`src/rtl/bm3_pkg.sv`:
```
// shared types and constants for the 3x3 box mean stream filter
`default_nettype none
package bm3_pkg;

  localparam int PIX_W    = 8;   // gray pixel
  localparam int CSUM_W   = 10;  // sum of three pixels in one column
  localparam int WSUM_W   = 12;  // sum of the nine pixels in a window
  localparam int ROW_W    = 16;  // row counter and centre row
  localparam int COL_W    = 10;  // centre column field
  localparam int IMG_W_W  = 11;  // image_width register
  localparam int IMG_H_W  = 16;  // image_height register
  localparam int CFG_D_W  = 16;  // configuration write data
  localparam int OUT_D_W  = 40;  // mean, row, col packed and padded to bytes
  localparam int LINE_W   = 2 * PIX_W;  // one line store entry: older and newer pixel

  // floor(s / 9) = (s * DIV9_MUL) >> DIV9_SHIFT, exact for s below 32768
  localparam int DIV9_MUL_W = 13;
  localparam logic [DIV9_MUL_W-1:0] DIV9_MUL = 13'd7282;
  localparam int DIV9_SHIFT = 16;
  localparam int PROD_W = WSUM_W + DIV9_MUL_W;

  localparam logic [IMG_W_W-1:0] IMG_W_RESET = 11'd640;
  localparam logic [IMG_H_W-1:0] IMG_H_RESET = 16'd480;
  localparam logic [IMG_H_W-1:0] IMG_H_MIN   = 16'd3;

  typedef enum logic [0:0] {
    REG_IMAGE_WIDTH  = 1'b0,
    REG_IMAGE_HEIGHT = 1'b1
  } cfg_idx_t;

  typedef logic [CSUM_W-1:0] csum_t;
  typedef logic [WSUM_W-1:0] wsum_t;

endpackage
`default_nettype wire

```
`src/rtl/bm3_col_cell.sv`:
```
// one window column cell: holds a column sum, shifts it on, adds it into the window sum
`default_nettype none
module bm3_col_cell (
  input  wire logic          clk,
  input  wire logic          rst_n,
  input  wire logic          en,
  input  wire bm3_pkg::csum_t shift_in,
  input  wire bm3_pkg::wsum_t acc_in,
  output bm3_pkg::csum_t     shift_out,
  output bm3_pkg::wsum_t     acc_out
);
  import bm3_pkg::*;

  csum_t csum_r;

  always_ff @(posedge clk) begin
    if (!rst_n) begin
      csum_r <= '0;
    end else if (en) begin
      csum_r <= shift_in;
    end
  end

  assign shift_out = csum_r;
  assign acc_out   = acc_in + WSUM_W'(csum_r);

endmodule
`default_nettype wire
```
`config.mk`:
```
export PLATFORM = sky130hd
export DESIGN_NAME = bm3_col_cell
export DESIGN_NICKNAME = d
export VERILOG_FILES = /design/src/rtl/bm3_pkg.sv /design/src/rtl/bm3_col_cell.sv
export SDC_FILE = /design/constraint.sdc
export NUM_CORES = 1
export LEC_CHECK = 0
export BUFFER_PORTS_ARGS = -buffer_cell sky130_fd_sc_hd__buf_2
export CAP_MARGIN = 20
export CORE_MARGIN = 2
export CORE_UTILIZATION = 47
export DETAILED_ROUTE_END_ITERATION = 16
export HOLD_SLACK_MARGIN = 0.12
export PLACE_DENSITY_LB_ADDON = 0.08
export SLEW_MARGIN = 20
export SYNTH_ARGS = -nofsm -noshare
export SYNTH_HDL_FRONTEND = slang
export SYNTH_SLANG_ARGS = --single-unit
```
`constraint.sdc`:
```
create_clock -name clk -period 4.8 [get_ports clk]
set_input_delay 0.24 -clock clk [delete_from_list [all_inputs] [get_ports clk]]
set_output_delay 0.24 -clock clk [all_outputs]
set_load 0.05 [all_outputs]
```
==> results.rst, run 1 <==
.. list-table::
   :header-rows: 1

   * - Metric
     - Value
   * - CTS H-tree depth
     - 1
   * - Type of element capturing the critical path
     - primary output
   * - Hold violation total from the final report
     - 0
   * - Slew Limit Fails
     - 0
   * - Post-route clock period utilization
     - 56.00%
   * - Total clock sinks
     - 10
   * - Leakage
     - 0.6162 nW
   * - Core outline area
     - 1727 um^2
   * - Number of vias after detailed routing
     - 869
   * - Number of inserted filler cells in the final layout
     - 167
   * - Clk Latency, worst-skew pair
     - 0.25 ns
   * - Pint
     - 0.0001720 W
   * - Layout cells sized above 1
     - 37.32%
   * - Commonest non-fill, non-tap cell in the layout
     - sky130_fd_sc_hd__buf_2
   * - Slew margin rel.
     - 79.19%
   * - Worst EP required
     - 4.56 ns
   * - Cell count after synthesis
     - 94
   * - Summed instance area of the synthesized netlist
     - 872.1 um^2
   * - Critical path data arrival time
     - 2.45 ns
   * - Largest net degree at the start of global routing
     - 11
   * - Cell at the root of the clock tree
     - sky130_fd_sc_hd__clkbuf_4
   * - Vias in the first global route
     - 780
   * - Layout-stage area growth over the synthesis result
     - 31.99%
   * - Family of cells with the greatest summed delay on the critical path
     - adder cells
   * - Power per cell area
     - 282.8 nW/um^2
   * - Clock tree from TritonCTS
     - done
   * - Logic gate share of total power
     - 55.5%
   * - Width of the chip
     - 47.08 um
   * - Average routed wire per standard cell
     - 11.59 um
   * - Post-cts sizing count
     - 0
   * - Max FFs per register
     - 10
   * - Longest individual stage delay on the worst path
     - 0.41 ns
   * - Post-synthesis cell type count
     - 33
   * - Post-DP HPWL
     - 1648 um
   * - Total of max-cap violations
     - 0
   * - Final setup viols
     - 0
   * - Nets
     - 180
   * - Maximum fanout encountered on the critical timing path
     - 3
   * - Number of nets in the synthesized netlist
     - 130
   * - Commonest cells after routing, fill and taps aside
     - sky130_fd_sc_hd__buf_2 (46), sky130_fd_sc_hd__mux2i_1 (10), sky130_fd_sc_hd__nor2b_1 (10), sky130_fd_sc_hd__ha_1 (10), sky130_fd_sc_hd__dfxtp_1 (10)
   * - Post-route DRC
     - 0
   * - Outcome
     - complete, no violations
   * - Total routing resource utilization after global routing
     - 20.55%
   * - Initial antenna violation count
     - 0
   * - TritonCTS buffer count
     - 3
   * - Largest cells by area after synthesis
     - sky130_fd_sc_hd__dfxtp_1 (23%), sky130_fd_sc_hd__ha_1 (14%), sky130_fd_sc_hd__mux2i_1 (11%)
   * - Count of input and output buffers
     - 46
   * - Row cnt
     - 15
   * - Clock transition at the registers of the reported paths
     - 0.06 ns
   * - Slew at the pin closest to its max-slew limit
     - 0.3043 ns
   * - Number of nets with antenna violations after routing
     - 0
   * - Iteration-0 DRC Markers
     - 6
   * - Final standard cell area without fillers
     - 1151 um^2
   * - FF+latch count, synth
     - 10
   * - Achievable clock frequency
     - 0.3720 GHz
   * - Total placed cells including tap cells
     - 164
   * - Number of placed I/O pins
     - 47
   * - Remaining global-route overflow
     - 0
   * - Sequential share of power
     - 28.3%
   * - Drt first pass iters
     - 4
   * - Post-synthesis sequential area ratio
     - 22.96%
   * - Avg Cell Area, Syn
     - 9.278 um^2
   * - Skew final
     - 0 ns
   * - First-pass GRT wire length
     - 3249 um
   * - Wirelength, routed
     - 1935 um
   * - Final setup TNS
     - 0 ns
   * - Cell-by-cell listing of the critical path
     - ha_1 -> fa_1 -> a21o_1 -> a221oi_2 -> nor3_1 -> or3_1 -> buf_2
   * - Last weighted congestion value of the routability-driven placer
     - 0.7688
   * - Initial core utilization
     - 50.51%
   * - Total buffers and inverters traversed by the critical path
     - 1
   * - Warnings, synthesis
     - 0
   * - Portion of total power attributed to the clock network
     - 16.2%
   * - Via density
     - 5.204
   * - Min Clock Period, post-route
     - 2.688 ns
   * - Y dimension of the die
     - 47.08 um
   * - Worst min-delay path class
     - in -> reg
   * - CTS max path bufs
     - 2
   * - Top-area cell type share of the netlist area
     - 22.96%
   * - Area enclosed by the die boundary
     - 2216 um^2
   * - Sw Ratio
     - 47.16%
   * - RSZ-0062 raised after global routing
     - no
   * - Total placed instance area
     - 1129 um^2
   * - Total inserted antenna cells
     - 0
   * - Setup Crit Path Kind
     - reg -> out
   * - Crit path launch type
     - flop
   * - Post-CTS setup-driven buffer insertion count
     - 0
   * - Largest vdd supply drop
     - 222.3 uV
   * - Switching component of the power
     - 0.0001535 W
   * - Number of standard cells in the final layout excluding fillers
     - 167
   * - Post-CTS Hold Buffers
     - 0
   * - Worst-path cell with the longest stage delay
     - sky130_fd_sc_hd__fa_1
   * - Library cell occupying the most area in the post-synthesis netlist
     - sky130_fd_sc_hd__dfxtp_1
stage by stage:
step | total power (W) | util [%] | hold slack (ns) | setup WS, ns
finish | 0.0003255 | 66.67 | 0.2444 | 2.112
global route | 0.0003492 | 66.67 | 0.2531 | 1.966
CTS | 0.0003304 | 66.67 | 0.2322 | 2.094
detailed placement | 0.0002752 | 65.36 | 0.5051 | 2.344
global placement | 0.0002724 | 65.36 | 0.4916 | 2.394
floorplan | 0.0002351 | - | 0.3682 | 2.202
logic make-up (layout without fill, tap and decap cells):
| group | count (synthesis) | count (layout) | synth area share [%] |
|---|---|---|---|
| AO/OA/AOI/OAI | 25 | 25 | 20.37 |
| buffers and inverters | 3 | 51 | 1.434 |
| flip-flops | 10 | 10 | 22.96 |
| XOR/XNOR | 8 | 8 | 8.035 |
| adder cells (fa/ha/maj) | 11 | 11 | 16.64 |
| AND/OR/NAND/NOR | 27 | 27 | 19.08 |
| multiplexers | 10 | 10 | 11.48 |
Yosys cell counts:
cell type                    n
sky130_fd_sc_hd__xnor2_1     5
sky130_fd_sc_hd__a22oi_1     1
sky130_fd_sc_hd__mux2i_1    10
sky130_fd_sc_hd__and2_2      1
sky130_fd_sc_hd__o21ai_0     1
sky130_fd_sc_hd__o2111a_1    1
sky130_fd_sc_hd__a2111oi_0   1
sky130_fd_sc_hd__a21oi_1     9
sky130_fd_sc_hd__xor2_1      3
sky130_fd_sc_hd__nor2b_1    10
sky130_fd_sc_hd__nand3_1     2
sky130_fd_sc_hd__nor2_1      1
sky130_fd_sc_hd__buf_2       1
sky130_fd_sc_hd__inv_1       2
sky130_fd_sc_hd__fa_1        1
sky130_fd_sc_hd__a21o_1      5
sky130_fd_sc_hd__nand4b_1    1
sky130_fd_sc_hd__o211ai_1    2
sky130_fd_sc_hd__a221oi_2    1
sky130_fd_sc_hd__dfxtp_1    10
sky130_fd_sc_hd__o221ai_1    1
sky130_fd_sc_hd__a21boi_0    1
sky130_fd_sc_hd__nor3_1      2
sky130_fd_sc_hd__nand2b_1    2
sky130_fd_sc_hd__a211oi_1    1
sky130_fd_sc_hd__or2_2       1
sky130_fd_sc_hd__and3_4      1
sky130_fd_sc_hd__and3_1      2
sky130_fd_sc_hd__or3_1       1
sky130_fd_sc_hd__nand2_1     2
sky130_fd_sc_hd__a221oi_1    1
sky130_fd_sc_hd__nand3b_1    1
sky130_fd_sc_hd__ha_1       10
routing by layer:
layer,vias up,share of wire [%],GRT usage (%)
met5,-,0,0
met4,0,1.2,11.11
met3,2,4.0,1.154
met2,20,49,33.70
met1,398,46,26.98
li1,449,-,-
final timing paths:
path	slack (ns)	startpoint	end	depth (start not counted)
max	2.11	shift_out[0]	acc_out[10]	7
min	0.24	shift_in[5]	shift_out[5]	3
max reg2reg	4.13	shift_out[0]	shift_out[0]	2
min reg2reg	0.54	shift_out[6]	shift_out[6]	2
final cells by class:
cell class	count	area (um^2)	area share [%]
multi-input combinational	81	659.4	57.28
inverter	2	7.507	0.6522
clock buffer	3	22.52	1.957
sequential	10	200.2	17.39
timing repair buffer	46	230.2	20.00
tap	25	31.28	2.717
worst reg2reg max path: stages, from the launching register on:
cell and delay, ns:
sky130_fd_sc_hd__dfxtp_1 0.36, sky130_fd_sc_hd__mux2i_1 0.09, sky130_fd_sc_hd__nor2b_1 0.14
power groups by stage:
stage          Sequential (W)   Clock, W  Combinational (W)
5_1_grt             0.0000928  0.0000617           0.000195
4_1_cts             0.0000922  0.0000567           0.000182
2_1_floorplan        0.000111          0           0.000124
6_report            0.0000922  0.0000528           0.000181
3_5_place_dp        0.0000940          0           0.000181
3_3_place_gp        0.0000939          0           0.000179
(Power assumes the default switching activity.)
==> run 2, diff against run 1 <==
- ABC_AREA: not set -> 1
- CORE_UTILIZATION: 47 -> 45
- clock period: 4.8 -> 2.7 ns (I/O delays scaled with it)
==> run 2 against run 1 <==
Hold slack lost 0.049 ns; cell area rose by 15%; flip-flop and latch count is the same; clock skew unchanged; non-clock buffer count rose by 10; sequential share of layout area decreased by 2.3 points; clock-buffer cell count unchanged; worst setup slack lost 1.5 ns; via count rose by 34%; first-iteration DRC count increased to 2.5 times the previous value; sequential power increased by 81%; synthesized cell count up 67%; critical path type unchanged.
==> results.rst, run 2 <==
.. list-table::
   :header-rows: 1

   * - Metric
     - Value
   * - Layout-stage area growth over the synthesis result
     - 40.69%
   * - Cell depth of the worst hold path
     - 3 (unchanged)
   * - Crit path launch type
     - flop
   * - First-pass GRT wire length
     - 4243 um (+31%)
   * - Clock transition at the registers of the reported paths
     - 0.06 ns (about the same)
   * - Number of standard cells in the final layout excluding fillers
     - 242 (+45%)
   * - Drt first pass iters
     - 4 (unchanged)
   * - Total inserted antenna cells
     - 0 (unchanged)
   * - Total placed instance area
     - 1201 um^2 (+6.4%)
   * - Avg Cell Area, Syn
     - 5.993 um^2 (-35%)
   * - Leakage
     - 0.8018 nW (+30%)
   * - Cell count after synthesis
     - 157 (+67%)
   * - Largest net degree at the start of global routing
     - 12 (+1)
   * - CTS max path bufs
     - 2 (unchanged)
   * - Layout cells sized above 1
     - 24.65% (-13 points)
   * - Post-route clock period utilization
     - 76.60%
   * - Maximum fanout encountered on the critical timing path
     - 4 (+1)
   * - Post-DP HPWL
     - 1904 um (+15%)
   * - Core outline area
     - 1962 um^2 (+14%)
   * - Commonest cells after routing, fill and taps aside
     - sky130_fd_sc_hd__nand2_1 (49), sky130_fd_sc_hd__buf_2 (46), sky130_fd_sc_hd__nor2_1 (27)
   * - Sequential share of power
     - 26.5% (-1.8 points)
   * - Skew final
     - 0 ns (unchanged)
   * - Area fraction in and, or, nand and nor cells after synthesis
     - 41.22% (+22 points)
   * - Warnings, synthesis
     - 0 (unchanged)
   * - Average routed wire per standard cell
     - 9.835 um (-15%)
   * - Cell at the root of the clock tree
     - sky130_fd_sc_hd__clkbuf_4
   * - Startpoint of the worst register-to-register path
     - shift_out[1]
   * - Worst hold slack after final layout
     - 0.1952 ns (-0.04923 ns)
   * - Register-to-register setup slack
     - 2.03 ns (-2.10 ns)
   * - Count of input and output buffers
     - 46 (unchanged)
   * - Worst min-delay path class
     - in -> reg
   * - Clk Latency, worst-skew pair
     - 0.25 ns (about the same)
   * - Row cnt
     - 16 (+1)
   * - Min Clock Period, post-route
     - 2.068 ns
   * - Outcome
     - complete, no violations
   * - Critical path data arrival time
     - 1.93 ns (-0.52 ns)
   * - Post-synthesis cell type count
     - 18 (-45%)
   * - Total of max-cap violations
     - 0 (unchanged)
   * - Number of synthesized flops with an enable pin
     - 0 (unchanged)
   * - Post-CTS setup-driven buffer insertion count
     - 0 (unchanged)
   * - Final setup viols
     - 0 (unchanged)
   * - Initial antenna violation count
     - 0 (unchanged)
   * - Summed instance area of the synthesized netlist
     - 940.9 um^2 (+7.9%)
   * - Total placed cells including tap cells
     - 229 (+40%)
   * - Sw Ratio
     - 50.29% (+3.1 points)
   * - Top cells by instance count after synthesis
     - sky130_fd_sc_hd__nand2_1 (49), sky130_fd_sc_hd__nor2_1 (27), sky130_fd_sc_hd__inv_1 (20), sky130_fd_sc_hd__nand3_1 (11)
   * - Library cell occupying the most area in the post-synthesis netlist
     - sky130_fd_sc_hd__dfxtp_1
   * - Switching component of the power
     - 0.0003165 W (+110%)
   * - Worst EP required
     - 2.57 ns (-1.99 ns)
   * - Post-synthesis sequential area ratio
     - 21.28% (-1.7 points)
   * - Iteration-0 DRC Markers
     - 15 (+9)
   * - Slew margin rel.
     - 82.99% (+3.8 points)
   * - Initial core utilization
     - 47.96% (-2.5 points)
   * - Multiplexer share of the synthesized area
     - 0% (-11 points)
   * - Width of the chip
     - 49.73 um (+5.6%)
   * - Slew Limit Fails
     - 0 (unchanged)
   * - Origin of the worst setup path
     - shift_out[0]
   * - Post-route DRC
     - 0 (unchanged)
   * - Vias in the first global route
     - 1089 (+40%)
   * - Commonest non-fill, non-tap cell in the layout
     - sky130_fd_sc_hd__nand2_1
   * - Share of the synthesized area in compound gates (AO/OA/AOI/OAI)
     - 7.713% (-13 points)
   * - Last weighted congestion value of the routability-driven placer
     - 0.8542 (+11%)
   * - RSZ-0062 raised after global routing
     - no
   * - Endpoint of the worst hold-timing path
     - shift_out[4]
   * - Clock tree from TritonCTS
     - done
   * - Final setup TNS
     - 0 ns (unchanged)
   * - Number of nets with antenna violations after routing
     - 0 (unchanged)
   * - Top-area cell type share of the netlist area
     - 21.28% (-1.7 points)
   * - Slew at the pin closest to its max-slew limit
     - 0.2536 ns (-0.05070 ns)
   * - CTS H-tree depth
     - 1 (unchanged)
   * - Nets
     - 253 (+41%)
   * - Number of placed I/O pins
     - 47 (unchanged)
   * - Largest vdd supply drop
     - 365.5 uV (+64%)
   * - Post-CTS Hold Buffers
     - 10 (+10)
   * - Launch point of the worst hold path
     - rst_n
   * - Total clock sinks
     - 10 (unchanged)
   * - Main combinational cell family by area after synthesis
     - simple AND/OR/NAND/NOR gates
   * - Final standard cell area without fillers
     - 1324 um^2 (+15%)
   * - Most used standard cell by instance count after synthesis
     - sky130_fd_sc_hd__nand2_1
   * - FF-to-FF End
     - shift_out[1]
   * - Y dimension of the die
     - 49.73 um (+5.6%)
   * - Largest cells by area after synthesis
     - sky130_fd_sc_hd__dfxtp_1 (21%), sky130_fd_sc_hd__nand2_1 (20%), sky130_fd_sc_hd__ha_1 (13%)
   * - Setup Crit Path Kind
     - reg -> out
   * - Via density
     - 4.826 (-7.2%)
   * - Synthesized-area fraction occupied by xor and xnor cells
     - 5.585% (-2.4 points)
   * - Max FFs per register
     - 10 (unchanged)
   * - Most frequently used flop master after synthesis
     - sky130_fd_sc_hd__dfxtp_1
   * - Post-synthesis adder-cell area fraction
     - 15.43% (-1.2 points)
   * - Total routing resource utilization after global routing
     - 21.71% (+1.2 points)
   * - Number of vias after detailed routing
     - 1168 (+34%)
   * - Pint
     - 0.0003129 W (+82%)
   * - Number of nets in the synthesized netlist
     - 193 (+48%)
   * - Power per cell area
     - 475.5 nW/um^2 (+68%)
   * - Remaining global-route overflow
     - 0 (unchanged)
   * - Post-cts sizing count
     - 0 (unchanged)
   * - Type of element capturing the critical path
     - primary output
   * - FF+latch count, synth
     - 10 (unchanged)
   * - Hold violation total from the final report
     - 0 (unchanged)
   * - Portion of total power attributed to the clock network
     - 15.3% (-0.9 points)
   * - Logic gate share of total power
     - 58.2% (+2.7 points)
   * - Depth of the worst register-to-register path
     - 2 (unchanged)
   * - TritonCTS buffer count
     - 3 (unchanged)
   * - FFs w/ async S/R, synth
     - 0% (unchanged)
   * - Area enclosed by the die boundary
     - 2473 um^2 (+12%)
   * - Wirelength, routed
     - 2380 um (+23%)
   * - Achievable clock frequency
     - 0.4835 GHz
==> run 2: cell types whose count changed in the layout (fill, tap and decap cells not counted), moves of 5 or more <==
cell,previous run,this run
sky130_fd_sc_hd__nand3_1,2,11
sky130_fd_sc_hd__a21o_1,5,0
sky130_fd_sc_hd__mux2i_1,10,0
sky130_fd_sc_hd__nor2b_1,10,0
sky130_fd_sc_hd__nand2_1,2,49
sky130_fd_sc_hd__inv_1,2,20
sky130_fd_sc_hd__a21oi_1,9,3
sky130_fd_sc_hd__o21ai_0,1,10
sky130_fd_sc_hd__nor2_1,1,27
sky130_fd_sc_hd__dlygate4sd3_1,0,10
==> run 2: logic make-up after synthesis <==
| group | after synthesis |
|---|---|
| AND/OR/NAND/NOR | 94 |
| buffers and inverters | 22 |
| AO/OA/AOI/OAI | 14 |
| adder cells (fa/ha/maj) | 11 |
| flip-flops | 10 |
| XOR/XNOR | 6 |
==> run 2: layer usage <==
metal  share of wire, %  vias up  GRT usage, %
li1                   -      617             -
met1                 45      518         26.08
met2                 50       29         39.56
met3                4.2        4         1.818
met4                1.1        0         8.333
met5                  0        -             0
==> run 2: worst max path at each step <==
stage                 endpoint  slack (ns)  depth (start not counted)
floorplan           acc_out[4]        0.38                          6
global placement    acc_out[8]        0.94                          8
detailed placement  acc_out[8]        0.90                          8
CTS                 acc_out[8]        0.62                          8
global route        acc_out[8]        0.52                          8
finish              acc_out[8]        0.63                          8
==> run 2: area by class of cell <==
| type | count | area, um^2 |
|---|---|---|
| Tap cell | 27 | 33.78 |
| Timing Repair Buffer | 56 | 330.3 |
| Sequential cell | 10 | 200.2 |
| Fill cell | 215 | 638.1 |
| Multi-Input combinational cell | 125 | 658.1 |
| Clock buffer | 3 | 22.52 |
| Inverter | 21 | 78.83 |
==> run 2: per-stage QoR <==
stage | utilization [%] | worst slack [ns] | total power [W]
floorplan | - | 0.3807 | 0.0004447
global placement | 61.22 | 0.9409 | 0.0005197
detailed placement | 61.22 | 0.9044 | 0.0005255
CTS | 67.47 | 0.6199 | 0.0006347
global route | 67.47 | 0.5167 | 0.0006709
finish | 67.47 | 0.6319 | 0.0006295
==> run 2: power by group through the flow <==
stage	clock [W]	sequential, W	combinational, W
2_1_floorplan	0	0.000204	0.000241
3_3_place_gp	0	0.000169	0.000351
3_5_place_dp	0	0.000170	0.000356
4_1_cts	0.000101	0.000167	0.000367
5_1_grt	0.000105	0.000169	0.000397
6_report	0.0000963	0.000167	0.000366
==> run 2: critical path, cell delays in order (launching register included) <==
cell                      delay (ns)
sky130_fd_sc_hd__dfxtp_1        0.33
sky130_fd_sc_hd__ha_1           0.22
sky130_fd_sc_hd__fa_1           0.44
sky130_fd_sc_hd__nand2_1        0.09
sky130_fd_sc_hd__nand3_1        0.08
sky130_fd_sc_hd__nand3_1        0.10
sky130_fd_sc_hd__nand3_1        0.08
sky130_fd_sc_hd__nand2_1        0.07
sky130_fd_sc_hd__buf_2          0.26
==> run 3, diff against run 2 <==
- ABC_AREA: 1 -> 0
- CORE_UTILIZATION: 45 -> 40
- clock period: 2.7 -> 1.75 ns (I/O delays scaled with it)
==> run 3 against run 2 <==
The flow now finishes with violations (negative setup slack); clock skew stayed put; clock power is 78% higher; total power is 95% higher; combinational power is 120% higher; first-iteration DRC count is 110% higher; register-to-register slack worse by 1.1 ns; die area is 3.9% higher; worst setup slack worse by 1.3 ns; non-clock buffer count is 28 higher; hold slack worse by 0.061 ns; final cell count is 14% lower.
==> results.rst, run 3 (same netlist as run 1, synthesis figures left out) <==
.. list-table::
   :header-rows: 1

   * - Metric
     - Value
   * - Sequential standard cell area
     - 225.2 um^2 (+13%)
   * - Drt first pass iters
     - 4 (unchanged)
   * - Total placed cells including tap cells
     - 188 (-18%)
   * - Area enclosed by the die boundary
     - 2569 um^2 (+3.9%)
   * - Worst setup endpoint
     - acc_out[11]
   * - Slew at the pin closest to its max-slew limit
     - 0.5720 ns (+0.3184 ns)
   * - Wirelength, routed
     - 3932 um (+65%)
   * - Number of placed I/O pins
     - 47 (unchanged)
   * - TritonCTS buffer count
     - 3 (unchanged)
   * - Power per cell area
     - 679.6 nW/um^2 (+43%)
   * - Achievable clock frequency
     - 0.4149 GHz
   * - Clock tree from TritonCTS
     - done
   * - Overall power of the completed layout
     - 0.001230 W (+95%)
   * - Post-route clock period utilization
     - 137.7%
   * - Worst EP required
     - 1.66 ns (-0.91 ns)
   * - Number of inserted filler cells in the final layout
     - 83 (-61%)
   * - Outcome
     - finished, violations left
   * - Remaining global-route overflow
     - 0 (unchanged)
   * - Slew margin rel.
     - 61.77% (-21 points)
   * - Leakage
     - 0.8790 nW (+9.6%)
   * - Initial antenna violation count
     - 0 (unchanged)
   * - First-pass GRT wire length
     - 5112 um (+20%)
   * - Final standard cell area without fillers
     - 1809 um^2 (+37%)
   * - Final setup viols
     - 9 (+9)
   * - Row cnt
     - 16 (unchanged)
   * - Number of vias after detailed routing
     - 1191 (+2.0%)
   * - Worst min-delay path class
     - in -> reg
   * - Number of nets with antenna violations after routing
     - 0 (unchanged)
   * - Commonest cells after routing, fill and taps aside
     - sky130_fd_sc_hd__buf_2 (36), sky130_fd_sc_hd__buf_4 (25), sky130_fd_sc_hd__buf_6 (13)
   * - Width of the chip
     - 50.69 um (+1.9%)
   * - Commonest non-fill, non-tap cell in the layout
     - sky130_fd_sc_hd__buf_2
   * - Violations in the final reports
     - negative setup slack
   * - FF-to-FF End
     - shift_out[1]
   * - Cell depth of the worst hold path
     - 2 (-1)
   * - Worst hold slack after final layout
     - 0.1342 ns (-0.06095 ns)
   * - Origin of the worst setup path
     - shift_out[6]
   * - CTS H-tree depth
     - 1 (unchanged)
   * - Skew final
     - 0 ns (unchanged)
   * - Startpoint of the worst register-to-register path
     - shift_out[1]
   * - Type of element capturing the critical path
     - primary output
   * - Total of max-cap violations
     - 0 (unchanged)
   * - Average routed wire per standard cell
     - 18.90 um (+92%)
   * - Depth of the worst register-to-register path
     - 3 (+1)
   * - Total clock sinks
     - 10 (unchanged)
   * - Number of standard cells in the final layout excluding fillers
     - 208 (-14%)
   * - Post-route DRC
     - 0 (unchanged)
   * - Hold violation total from the final report
     - 0 (unchanged)
   * - Clk Latency, worst-skew pair
     - 0.27 ns (+0.02 ns)
   * - Vias in the first global route
     - 1158 (+6.3%)
   * - Post-route worst setup slack
     - -0.6601 ns (-1.292 ns)
   * - Min Clock Period, post-route
     - 2.410 ns
   * - Nets
     - 218 (-14%)
   * - Setup Crit Path Kind
     - reg -> out
   * - End-of-flow core utilization
     - 90.38% (+23 points)
   * - Layout-stage area growth over the synthesis result
     - 107.5%
   * - Layout cells sized above 1
     - 64.09% (+39 points)
   * - Initial core utilization
     - 43.56% (-4.4 points)
   * - Count of input and output buffers
     - 46 (unchanged)
   * - Y dimension of the die
     - 50.69 um (+1.9%)
   * - Slew Limit Fails
     - 0 (unchanged)
   * - CTS max path bufs
     - 2 (unchanged)
   * - Largest vdd supply drop
     - 560.9 uV (+53%)
   * - Critical path data arrival time
     - 2.32 ns (+0.39 ns)
   * - Post-DP HPWL
     - 1964 um (+3.2%)
   * - Total inserted antenna cells
     - 0 (unchanged)
   * - Cell at the root of the clock tree
     - sky130_fd_sc_hd__clkbuf_4
   * - Largest net degree at the start of global routing
     - 11 (-1)
   * - Crit path launch type
     - flop
   * - Area of combinational cells with multiple inputs
     - 902.1 um^2 (+37%)
   * - Last weighted congestion value of the routability-driven placer
     - 0.7770 (-9.0%)
   * - Max FFs per register
     - 10 (unchanged)
   * - Register-to-register setup slack
     - 0.89 ns (-1.14 ns)
   * - Total placed instance area
     - 1401 um^2 (+17%)
   * - Via density
     - 5.726 (+19%)
   * - Total routing resource utilization after global routing
     - 26.39% (+4.7 points)
   * - Maximum fanout encountered on the critical timing path
     - 3 (-1)
   * - Clock transition at the registers of the reported paths
     - 0.07 ns (about the same)
   * - RSZ-0062 raised after global routing
     - yes
   * - Core outline area
     - 2002 um^2 (+2.0%)
   * - Iteration-0 DRC Markers
     - 32 (+17)
[run 3: changes by cell type in the layout (fill, tap and decap cells not counted), sizes merged, moves of 10 or more]
cell	before	now
nand2	49	2
buf	46	74
nor2	29	1
inv	20	2
mux2i	0	10
nand3	12	2
nor2b	0	10
[run 3: worst min path at each step]
stage	from	to	slack [ns]
2_1_floorplan	rst_n	shift_out[0]	0.21
3_3_place_gp	shift_in[6]	shift_out[6]	0.34
3_5_place_dp	shift_in[7]	shift_out[7]	0.35
4_1_cts	rst_n	shift_out[0]	0.14
5_1_grt	rst_n	shift_out[0]	0.14
6_report	rst_n	shift_out[1]	0.13
[run 3: worst max-delay path, cell delays in order (launching register included)]
cell and delay [ns]:
sky130_fd_sc_hd__dfxtp_4 0.34, sky130_fd_sc_hd__ha_1 0.32, sky130_fd_sc_hd__a21oi_4 0.20, sky130_fd_sc_hd__o211ai_1 0.15, sky130_fd_sc_hd__a2111oi_1 0.61, sky130_fd_sc_hd__nand4b_1 0.25, sky130_fd_sc_hd__buf_6 0.18
[run 3: repair_timing]
action,4_1_cts,5_1_grt
endpoints found under the setup margin,9,10
endpoints found under the hold margin,10,0
resized for setup,39,11
pin swaps,12,11
buffers inserted,4,4
cloned,0,0
hold buffers,10,0
[run 3: report_power, final]
group	internal (W)	total [W]	leakage [nW]	switching (W)
logic	0.000342	0.000805	0.776	0.000463
registers	0.000240	0.000254	0.0876	0.0000137
clock network	0.0000882	0.000171	0.0150	0.0000825
total	0.000670	0.00123	0.879	0.000560
[run 3: cell type report]
cell class                      instances  share of cell area, %
Timing Repair Buffer                   84                  33.96
Tap cell                               27                  1.867
Multi-Input combinational cell         81                  49.86
Clock buffer                            4                  1.452
Inverter                                2                 0.4149
Sequential cell                        10                  12.45
[run 3: layer usage]
layer	GRT usage [%]	vias up	wire length, um
met5	0	-	0
met4	11.26	0	191
met3	4.167	24	291
met2	48.68	86	1994
met1	29.65	559	1456
li1	-	522	-
[run 3: per-stage QoR]
step	setup WS, ns	setup TNS [ns]
2_1_floorplan	-0.2901	-1.187
3_3_place_gp	-0.3098	-1.183
3_5_place_dp	-0.3373	-1.323
4_1_cts	-0.5243	-2.854
5_1_grt	-0.7197	-3.878
6_report	-0.6601	-3.367
